`config.mk`:
```
export PLATFORM = sky130hd
export DESIGN_NAME = first_fit_allocator_core
export DESIGN_NICKNAME = d
export VERILOG_FILES = /design/src/sv/ffa_pkg.sv /design/src/sv/first_fit_allocator_core.sv /design/src/sv/ffa_datapath.sv /design/src/sv/ffa_ctrl.sv
export SDC_FILE = /design/constraint.sdc
export NUM_CORES = 2
export LEC_CHECK = 0
export BUFFER_PORTS_ARGS = -buffer_cell sky130_fd_sc_hd__buf_4
export CAP_MARGIN = 20
export CORE_ASPECT_RATIO = 0.6
export CORE_MARGIN = 1.5
export CORE_UTILIZATION = 58
export DETAILED_ROUTE_END_ITERATION = 6
export PLACE_DENSITY = 0.76
export SKIP_LAST_GASP = 1
export SLEW_MARGIN = 20
export SYNTH_ARGS = -nofsm -noshare
export SYNTH_HDL_FRONTEND = slang
export SYNTH_HIERARCHICAL = 1
export SYNTH_SLANG_ARGS = --single-unit
```
`constraint.sdc`:
```
create_clock -name i_clk -period 10.8 [get_ports i_clk]
set_clock_uncertainty 0.2 [all_clocks]
set_input_delay 1.62 -clock i_clk [delete_from_list [all_inputs] [get_ports i_clk]]
set_output_delay 1.62 -clock i_clk [all_outputs]
set_load 0.03 [all_outputs]
```
`src/sv/ffa_pkg.sv`:
```
// Shared types and constants of the first-fit allocator.
package ffa_pkg;

    localparam int MEM_BYTES    = 16384;
    localparam int HEADER_BYTES = 32;
    localparam int MAX_SEGMENTS = 64;
    localparam int IDX_W        = $clog2(MAX_SEGMENTS);
    localparam int CNT_W        = IDX_W + 1;
    localparam int OFF_W        = 14;
    localparam int LEN_W        = 15;

    localparam logic [LEN_W:0] TWO_HEADERS = (LEN_W+1)'(2 * HEADER_BYTES);
    localparam logic [LEN_W:0] HDR        = (LEN_W+1)'(HEADER_BYTES);

    typedef enum logic [2:0] {
        ST_OK         = 3'd0,
        ST_TOO_LITTLE = 3'd1,
        ST_NO_FIT     = 3'd2,
        ST_UNKNOWN    = 3'd3,
        ST_FULL       = 3'd4
    } t_status;

    typedef struct packed {
        logic [OFF_W-1:0] off;
        logic [LEN_W-1:0] len;
        logic             used;
    } t_entry;

    typedef enum logic [4:0] {
        S_INIT0, S_INIT1, S_IDLE, S_START, S_SCAN_RD, S_SCAN_EV,
        S_UP_INIT, S_UP_CHK, S_UP_RD, S_UP_WR, S_WR_A, S_WR_B,
        S_NXT_RD, S_NXT_EV, S_REL_WR, S_DN_CHK, S_DN_RD, S_DN_WR,
        S_DN_END, S_DONE
    } t_state;

    typedef enum logic [4:0] {
        OP_NONE, OP_INIT0, OP_INIT1, OP_LOAD, OP_START, OP_SCAN_RD,
        OP_SCAN_EV, OP_UP_INIT, OP_UP_RD, OP_UP_WR, OP_WR_A, OP_WR_B,
        OP_NXT_RD, OP_NXT_EV, OP_REL_WR, OP_DN_RD, OP_DN_WR, OP_DN_END,
        OP_EMIT
    } t_op;

    typedef struct packed {
        logic func;
        logic too_little;
        logic match;
        logic last;
        logic full;
        logic up_more;
        logic dn_more;
        logic out_busy;
    } t_dp_stat;

endpackage

```
`src/sv/first_fit_allocator_core.sv`:
```
// Top level of the first-fit segment allocator.
// One request at a time: the table of up to 64 segments is scanned entry by entry, in a read
// and an evaluate state, and shifted entry by entry, in a check, a read and a write state,
// through a table memory with one write port and a registered read port; a release rewrites
// every entry above the hit even when nothing merges. The INIT0 and INIT1 states after reset
// seed the table before the first transfer.
// A finished result waits in an output register while the next request is taken.
module first_fit_allocator_core
    import ffa_pkg::*;
(
    input  logic        i_clk,
    input  logic        i_rst_n,
    input  logic        i_s_axis_tvalid,
    output logic        o_s_axis_tready,
    input  logic [31:0] i_s_axis_tdata,  // request_size[14:0], release_address[28:15]
    input  logic        i_s_axis_tuser,  // func
    output logic        o_m_axis_tvalid,
    input  logic        i_m_axis_tready,
    output logic [31:0] o_m_axis_tdata   // status[2:0], payload_address[16:3], free_bytes[31:17]
);

    t_op      op;
    t_dp_stat stat;

    ffa_ctrl u_ctrl (
        .i_clk           (i_clk),
        .i_rst_n         (i_rst_n),
        .i_s_axis_tvalid (i_s_axis_tvalid),
        .i_stat          (stat),
        .o_s_axis_tready (o_s_axis_tready),
        .o_op            (op)
    );

    ffa_datapath u_dp (
        .i_clk           (i_clk),
        .i_rst_n         (i_rst_n),
        .i_op            (op),
        .i_s_axis_tdata  (i_s_axis_tdata),
        .i_s_axis_tuser  (i_s_axis_tuser),
        .i_m_axis_tready (i_m_axis_tready),
        .o_stat          (stat),
        .o_m_axis_tvalid (o_m_axis_tvalid),
        .o_m_axis_tdata  (o_m_axis_tdata)
    );

endmodule

```
`src/sv/ffa_datapath.sv`:
```
// Segment table memory, request registers and result register.
module ffa_datapath
    import ffa_pkg::*;
(
    input  logic        i_clk,
    input  logic        i_rst_n,
    input  t_op         i_op,
    input  logic [31:0] i_s_axis_tdata,  // request_size[14:0], release_address[28:15]
    input  logic        i_s_axis_tuser,  // func
    input  logic        i_m_axis_tready,
    output t_dp_stat    o_stat,
    output logic        o_m_axis_tvalid,
    output logic [31:0] o_m_axis_tdata   // status[2:0], payload_address[16:3], free_bytes[31:17]
);

    t_entry r_mem [MAX_SEGMENTS];
    t_entry r_rdata;

    logic             r_func;
    logic [LEN_W-1:0] r_size;
    logic [OFF_W-1:0] r_addr;
    logic [CNT_W-1:0] r_idx;
    logic [CNT_W-1:0] r_count, n_count;
    logic [LEN_W-1:0] r_free, n_free;
    t_entry           r_prev, r_cur, r_nxt;
    logic [IDX_W-1:0] r_hit;
    logic             r_next_free;
    logic [1:0]       r_rm;
    t_status          r_status;
    logic [OFF_W-1:0] r_paddr;
    logic             r_ovalid;
    logic [31:0]      r_odata;

    logic [IDX_W-1:0] rd_addr, wr_addr;
    logic             wr_en;
    t_entry           wr_data;
    logic [LEN_W:0]   need_len, used_len, rel_len, rel_free;
    logic             scan_match, prev_free;
    logic [IDX_W-1:0] rel_w;

    assign need_len  = {1'b0, r_size} + TWO_HEADERS;
    assign used_len  = {1'b0, r_size} + HDR;
    assign prev_free = !r_prev.used;
    assign rel_w     = prev_free ? r_hit - IDX_W'(1) : r_hit;
    assign rel_len   = {1'b0, r_cur.len}
                     + (r_next_free ? {1'b0, r_nxt.len} : '0)
                     + (prev_free ? {1'b0, r_prev.len} : '0);
    assign rel_free  = {1'b0, r_free} + {1'b0, r_cur.len} - HDR
                     + (prev_free ? HDR : '0) + (r_next_free ? HDR : '0);

    always_comb begin
        if (r_idx == '0) begin
            scan_match = 1'b0;
        end else if (r_func) begin
            scan_match = r_rdata.used && (r_rdata.off + OFF_W'(HEADER_BYTES) == r_addr);
        end else begin
            scan_match = !r_rdata.used && ({1'b0, r_rdata.len} >= need_len);
        end
    end

    always_comb begin
        o_stat.func       = r_func;
        o_stat.too_little = !r_func && (r_size > r_free);
        o_stat.match      = scan_match;
        o_stat.last       = (r_idx + CNT_W'(1)) == r_count;
        o_stat.full       = r_count >= CNT_W'(MAX_SEGMENTS);
        o_stat.up_more    = r_idx > ({1'b0, r_hit} + CNT_W'(1));
        o_stat.dn_more    = (r_idx + CNT_W'(r_rm)) < r_count;
        o_stat.out_busy   = r_ovalid && !i_m_axis_tready;
    end

    always_comb begin
        case (i_op)
            OP_UP_RD:  rd_addr = r_idx[IDX_W-1:0] - IDX_W'(1);
            OP_NXT_RD: rd_addr = r_hit + IDX_W'(1);
            OP_DN_RD:  rd_addr = r_idx[IDX_W-1:0] + IDX_W'(r_rm);
            default:   rd_addr = r_idx[IDX_W-1:0];
        endcase
    end

    always_comb begin
        wr_en   = 1'b1;
        wr_addr = r_idx[IDX_W-1:0];
        wr_data = r_rdata;
        case (i_op)
            OP_INIT0: begin
                wr_addr = '0;
                wr_data = '{off: '0, len: LEN_W'(HEADER_BYTES), used: 1'b1};
            end
            OP_INIT1: begin
                wr_addr = IDX_W'(1);
                wr_data = '{off: OFF_W'(HEADER_BYTES),
                            len: LEN_W'(MEM_BYTES - HEADER_BYTES), used: 1'b0};
            end
            OP_UP_WR, OP_DN_WR: begin
            end
            OP_WR_A: begin
                wr_addr = r_hit + IDX_W'(1);
                wr_data = '{off: r_cur.off + used_len[OFF_W-1:0],
                            len: r_cur.len - used_len[LEN_W-1:0], used: 1'b0};
            end
            OP_WR_B: begin
                wr_addr = r_hit;
                wr_data = '{off: r_cur.off, len: used_len[LEN_W-1:0], used: 1'b1};
            end
            OP_REL_WR: begin
                wr_addr = rel_w;
                wr_data = '{off: prev_free ? r_prev.off : r_cur.off,
                            len: rel_len[LEN_W-1:0], used: 1'b0};
            end
            default: begin
                wr_en = 1'b0;
            end
        endcase
    end

    always_ff @(posedge i_clk) begin
        if (wr_en) begin
            r_mem[wr_addr] <= wr_data;
        end
        r_rdata <= r_mem[rd_addr];
    end

    always_comb begin
        n_count = r_count;
        n_free  = r_free;
        case (i_op)
            OP_WR_B: begin
                n_count = r_count + CNT_W'(1);
                n_free  = r_free - used_len[LEN_W-1:0];
            end
            OP_REL_WR: n_free  = rel_free[LEN_W-1:0];
            OP_DN_END: n_count = r_count - CNT_W'(r_rm);
            default: begin
            end
        endcase
    end

    always_ff @(posedge i_clk) begin
        if (!i_rst_n) begin
            r_count  <= CNT_W'(2);
            r_free   <= LEN_W'(MEM_BYTES - 2 * HEADER_BYTES);
            r_ovalid <= 1'b0;
        end else begin
            r_count <= n_count;
            r_free  <= n_free;
            if (i_op == OP_EMIT) begin
                r_ovalid <= 1'b1;
            end else if (i_m_axis_tready) begin
                r_ovalid <= 1'b0;
            end
        end
    end

    always_ff @(posedge i_clk) begin
        case (i_op)
            OP_LOAD: begin
                r_func   <= i_s_axis_tuser;
                r_size   <= i_s_axis_tdata[LEN_W-1:0];
                r_addr   <= i_s_axis_tdata[LEN_W+OFF_W-1:LEN_W];
                r_idx    <= '0;
                r_status <= ST_OK;
                r_paddr  <= '0;
            end
            OP_START: begin
                if (o_stat.too_little) begin
                    r_status <= ST_TOO_LITTLE;
                end
            end
            OP_SCAN_EV: begin
                if (scan_match) begin
                    r_cur <= r_rdata;
                    r_hit <= r_idx[IDX_W-1:0];
                    if (!r_func && o_stat.full) begin
                        r_status <= ST_FULL;
                    end
                end else begin
                    r_prev <= r_rdata;
                    r_idx  <= r_idx + CNT_W'(1);
                    if (o_stat.last) begin
                        r_status <= r_func ? ST_UNKNOWN : ST_NO_FIT;
                    end
                end
            end
            OP_UP_INIT: r_idx <= r_count;
            OP_UP_WR:   r_idx <= r_idx - CNT_W'(1);
            OP_WR_B:    r_paddr <= r_cur.off + OFF_W'(HEADER_BYTES);
            OP_NXT_EV: begin
                r_nxt       <= r_rdata;
                r_next_free <= (({1'b0, r_hit} + CNT_W'(1)) < r_count) && !r_rdata.used;
            end
            OP_REL_WR: begin
                r_idx <= {1'b0, rel_w} + CNT_W'(1);
                r_rm  <= {1'b0, prev_free} + {1'b0, r_next_free};
            end
            OP_DN_WR: r_idx <= r_idx + CNT_W'(1);
            OP_EMIT:  r_odata <= {r_free, r_paddr, r_status};
            default: begin
            end
        endcase
    end

    assign o_m_axis_tvalid = r_ovalid;
    assign o_m_axis_tdata  = r_odata;

    a_count_range: assert property (@(posedge i_clk) disable iff (!i_rst_n)
        r_count >= CNT_W'(2) && r_count <= CNT_W'(MAX_SEGMENTS))
        else $error("segment count out of range");

    a_split_room: assert property (@(posedge i_clk) disable iff (!i_rst_n)
        i_op == OP_WR_B |-> r_count < CNT_W'(MAX_SEGMENTS))
        else $error("split with full table");

    a_emit_free: assert property (@(posedge i_clk) disable iff (!i_rst_n)
        i_op == OP_EMIT |-> !(r_ovalid && !i_m_axis_tready))
        else $error("result overwritten before transfer");

    a_free_bound: assert property (@(posedge i_clk) disable iff (!i_rst_n)
        r_free <= LEN_W'(MEM_BYTES - 2 * HEADER_BYTES))
        else $error("free byte count exceeds store");

endmodule

```
`src/sv/ffa_ctrl.sv`:
```
// Sequencer that steps the segment table through scan, split and merge.
module ffa_ctrl
    import ffa_pkg::*;
(
    input  logic     i_clk,
    input  logic     i_rst_n,
    input  logic     i_s_axis_tvalid,
    input  t_dp_stat i_stat,
    output logic     o_s_axis_tready,
    output t_op      o_op
);

    t_state r_state, n_state;

    always_ff @(posedge i_clk) begin
        if (!i_rst_n) begin
            r_state <= S_INIT0;
        end else begin
            r_state <= n_state;
        end
    end

    always_comb begin
        n_state = r_state;
        case (r_state)
            S_INIT0:   n_state = S_INIT1;
            S_INIT1:   n_state = S_IDLE;
            S_IDLE:    if (i_s_axis_tvalid) n_state = S_START;
            S_START:   n_state = i_stat.too_little ? S_DONE : S_SCAN_RD;
            S_SCAN_RD: n_state = S_SCAN_EV;
            S_SCAN_EV: begin
                if (i_stat.match) begin
                    if (i_stat.func) begin
                        n_state = S_NXT_RD;
                    end else begin
                        n_state = i_stat.full ? S_DONE : S_UP_INIT;
                    end
                end else begin
                    n_state = i_stat.last ? S_DONE : S_SCAN_RD;
                end
            end
            S_UP_INIT: n_state = S_UP_CHK;
            S_UP_CHK:  n_state = i_stat.up_more ? S_UP_RD : S_WR_A;
            S_UP_RD:   n_state = S_UP_WR;
            S_UP_WR:   n_state = S_UP_CHK;
            S_WR_A:    n_state = S_WR_B;
            S_WR_B:    n_state = S_DONE;
            S_NXT_RD:  n_state = S_NXT_EV;
            S_NXT_EV:  n_state = S_REL_WR;
            S_REL_WR:  n_state = S_DN_CHK;
            S_DN_CHK:  n_state = i_stat.dn_more ? S_DN_RD : S_DN_END;
            S_DN_RD:   n_state = S_DN_WR;
            S_DN_WR:   n_state = S_DN_CHK;
            S_DN_END:  n_state = S_DONE;
            S_DONE:    if (!i_stat.out_busy) n_state = S_IDLE;
            default:   n_state = S_IDLE;
        endcase
    end

    always_comb begin
        o_s_axis_tready = 1'b0;
        o_op            = OP_NONE;
        case (r_state)
            S_INIT0:   o_op = OP_INIT0;
            S_INIT1:   o_op = OP_INIT1;
            S_IDLE: begin
                o_s_axis_tready = 1'b1;
                if (i_s_axis_tvalid) o_op = OP_LOAD;
            end
            S_START:   o_op = OP_START;
            S_SCAN_RD: o_op = OP_SCAN_RD;
            S_SCAN_EV: o_op = OP_SCAN_EV;
            S_UP_INIT: o_op = OP_UP_INIT;
            S_UP_RD:   o_op = OP_UP_RD;
            S_UP_WR:   o_op = OP_UP_WR;
            S_WR_A:    o_op = OP_WR_A;
            S_WR_B:    o_op = OP_WR_B;
            S_NXT_RD:  o_op = OP_NXT_RD;
            S_NXT_EV:  o_op = OP_NXT_EV;
            S_REL_WR:  o_op = OP_REL_WR;
            S_DN_RD:   o_op = OP_DN_RD;
            S_DN_WR:   o_op = OP_DN_WR;
            S_DN_END:  o_op = OP_DN_END;
            S_DONE:    if (!i_stat.out_busy) o_op = OP_EMIT;
            default:   o_op = OP_NONE;
        endcase
    end

endmodule

```
==> impl_metrics.ini <==
[route]
drtAntennaViolNets = 0
via_count = 56740
dr_wl_met2_mm = 101.5
wl_met3_mm = 38.63
drt_wl_total_mm = 246.3
viasPerCell = 6.742
wl_met1_mm = 100.1
top_layer_used = met5
drt_first_iter_violations = 9501
first_pass_iters = 7
drc = 10
wl_per_cell_um = 29.27

[synth]
synth_top_flop_cell = edfxtp_1
ys_ff_latch = 2147
syn-cell-area_um2 = 90770
synth-async-reset-ratio_pct = 0
synth_cell_types = 76
synth_edf_count = 2089
yosys.area.top_type_share_pct = 69.11
synth_fp_nets = 6437
syn_avg_cell_area_um2 = 14.64
netlist_instances = 6202
seq_area_frac_synth_pct = 70.39
synth_top_area_cell = edfxtp_1
yosysWarnings = 6
synthTopCellsByArea = edfxtp_1, mux2i_1, a221oi_1

[layout]
stdcell_count = 8415
fin_util_pct = 64.46
syn2layout_area_growth_pct = 10.37
nets = 6448
fillCellCount = 10570
drive_above_1_share_pct = 10.20

[clock_network]
cts_root_buf = clkbuf_16
cts_tree = done
cts_buffers = 180
cts.sinks = 2147
clkLatencyLatePin_ns = 0.82
ctsHoldBuffers = 0
clk_pin_slew_ns = 0.06
cts_buffer_depth = 3
postCtsSetupRepairBufs = 0
cts_resized = 0
htreeDepth = 4

[worst_setup_path]
critPathKind = in -> reg
start_kind = input port
required_ns = 11.30
crit_fanout = 187
endpoint_kind = flop
critical_path_arrival_ns = 7.76

[floorplanning]
row_count = 112
core_area_um2 = 155400
die_area_um2 = 159000
die_h_um = 309.4
pin_count = 71
die_x_um = 513.7
start_util_pct = 58.41

[timing]
max_freq_mhz = 137.7
post-route-min-period_ns = 7.264
finalCritPeriodShare_pct = 67.26
whs_ns = 0.2225
worst_slew_pin_slew_ns = 1.209
hold_viol_final = 0
rsz0062_at_grt = no
setup_viol = 0
report.final.slew_viol_count = 0
setup_tns_ns = 0
relSlewSlack_pct = 18.57

[global_routing]
antenna_found_initial = 9
overflow = 0
grt_pass1_wl_mm = 353.8
grt_use_total_pct = 30.46
grt_pass1_vias = 53130
grt_max_degree = 188

[place]
dp_hpwl_mm = 142.1
dp_cells = 8075
port_buffers = 67
routabilityCongestion = 0.9381

[power]
leakagePower_nw = 34.34
power_density_nw_per_um2 = 318.2
irDropWorstVdd_v = 0.0003733

[run_status]
status = finished, violations left
violations = design-rule violations

[run]
drv_cap = 0

[worst_hold_path]
hp-class = reg -> reg
-- placed cells by master (no fill, tap or decap), types with 50 or more instances in the layout --
cell type	netlist	final
xnor2_1	97	97
buf_4	40	207
nand3_1	51	51
clkbuf_16	0	185
clkbuf_1	214	50
nor2_1	286	210
nor3_1	119	117
nor2_4	0	71
nand2_1	583	578
mux2i_1	481	481
a221oi_1	492	492
a21oi_1	614	607
edfxtp_1	2089	2089
inv_1	116	116
o21ai_0	67	57
dfxtp_1	58	58
ha_1	174	174
-- per-layer routing --
metal | vias up | track usage (%)
met3 | 386 | 10.44
met2 | 3916 | 41.72
met4 | 4 | 8.439
met5 | - | 0
li1 | 24260 | -
met1 | 28170 | 46.16
-- layout make-up --
cell class	count	area [um2]	share of cell area (%)
inverter	116	435.4	0.4346
tap	2052	2567	2.563
clock buffer	241	4900	4.891
sequential	2147	63890	63.78
antenna	1	2.502	0.002498
clock inverter	90	877.1	0.8755
timing repair buffer	237	2185	2.181
multi-input combinational	3531	25320	25.28
-- worst max-delay path, stage by stage --
cell      delay (ns)
buf_4           0.11
nor2b_1         0.31
nand2b_1        0.16
o22ai_1         0.08
nand3_1         0.11
o211ai_1        0.10
buf_4           0.22
nand2_1         0.20
nor2_1          0.12
nand3_1         0.24
or2_2           0.18
ha_1            0.17
inv_1           0.06
fa_1            0.49
inv_1           0.07
a222oi_1        0.53
buf_4           0.37
buf_12          0.58
a221oi_1        0.20
nor2_1          0.77
mux2_2          0.30
o32ai_1         0.21
a221o_1         0.34
-- worst paths after layout --
| check | slack [ns] | to | start | cells after the start |
|---|---|---|---|---|
| hold reg to reg | 0.22 | u_dp/o_m_axis_tdata[16] | u_dp/r_paddr[13] | 0 |
| hold / removal | 0.22 | u_dp/o_m_axis_tdata[16] | u_dp/r_paddr[13] | 0 |
| setup / recovery | 3.54 | u_dp/r_rdata[25] | i_m_axis_tready | 23 |
| setup reg to reg | 3.63 | u_dp/r_rdata[25] | u_ctrl/r_state[3] | 20 |
-- where the power goes --
part / total (mW) / internal [mW] / switching, mW
Clock: 6.52 / 3.55 / 2.97
Combinational: 12.7 / 3.37 / 9.34
Sequential: 12.6 / 12.2 / 0.452
-- cell usage after synthesis (17+ instances only) --
master / number
a21o_1: 31
a21oi_1: 614
a221o_1: 37
a221oi_1: 492
a222oi_1: 17
and2_1: 27
and3_1: 17
buf_1: 18
buf_2: 116
buf_4: 40
buf_6: 19
clkbuf_1: 214
dfxtp_1: 58
edfxtp_1: 2089
fa_1: 24
ha_1: 174
inv_1: 116
mux2_2: 31
mux2i_1: 481
nand2_1: 583
nand2b_1: 26
nand3_1: 51
nor2_1: 286
nor2b_1: 33
nor3_1: 119
nor3b_1: 33
o211ai_1: 17
o21a_1: 17
o21ai_0: 67
o32ai_1: 30
xnor2_1: 97
xor2_1: 48
-- state kept, by name (all words and copies together) (netlist names), 5 cells and up --
signal               cells
u_dp/r_prev             30
u_dp/r_free             15
u_dp/r_nxt              15
u_dp/r_rdata            30
u_dp/r_mem            1920
u_dp/r_cur              29
u_dp/r_hit               6
u_ctrl/r_state           5
u_dp/r_idx               7
u_dp/r_paddr            14
u_dp/o_m_axis_tdata     32
u_dp/r_size             15
u_dp/r_count             7
u_dp/r_addr             14
-- logic make-up after synthesis --
family,share of synthesized area [%]
compound gates,10.96
xor+xnor,1.399
fa+ha+maj,2.928
buf+inv,2.653
flops,70.39
mux,5.689
simple gates,5.984
-- per-stage QoR --
step	power, mW	instance area (um2)	setup slack [ns]
2_1_floorplan	20.26	90770	3.871
3_3_place_gp	24.62	94070	3.045
3_5_place_dp	25.02	94210	2.966
4_1_cts	31.46	99990	3.791
5_1_grt	32.89	100200	3.313
6_report	31.87	100200	3.536
(Power assumes the default switching activity.)
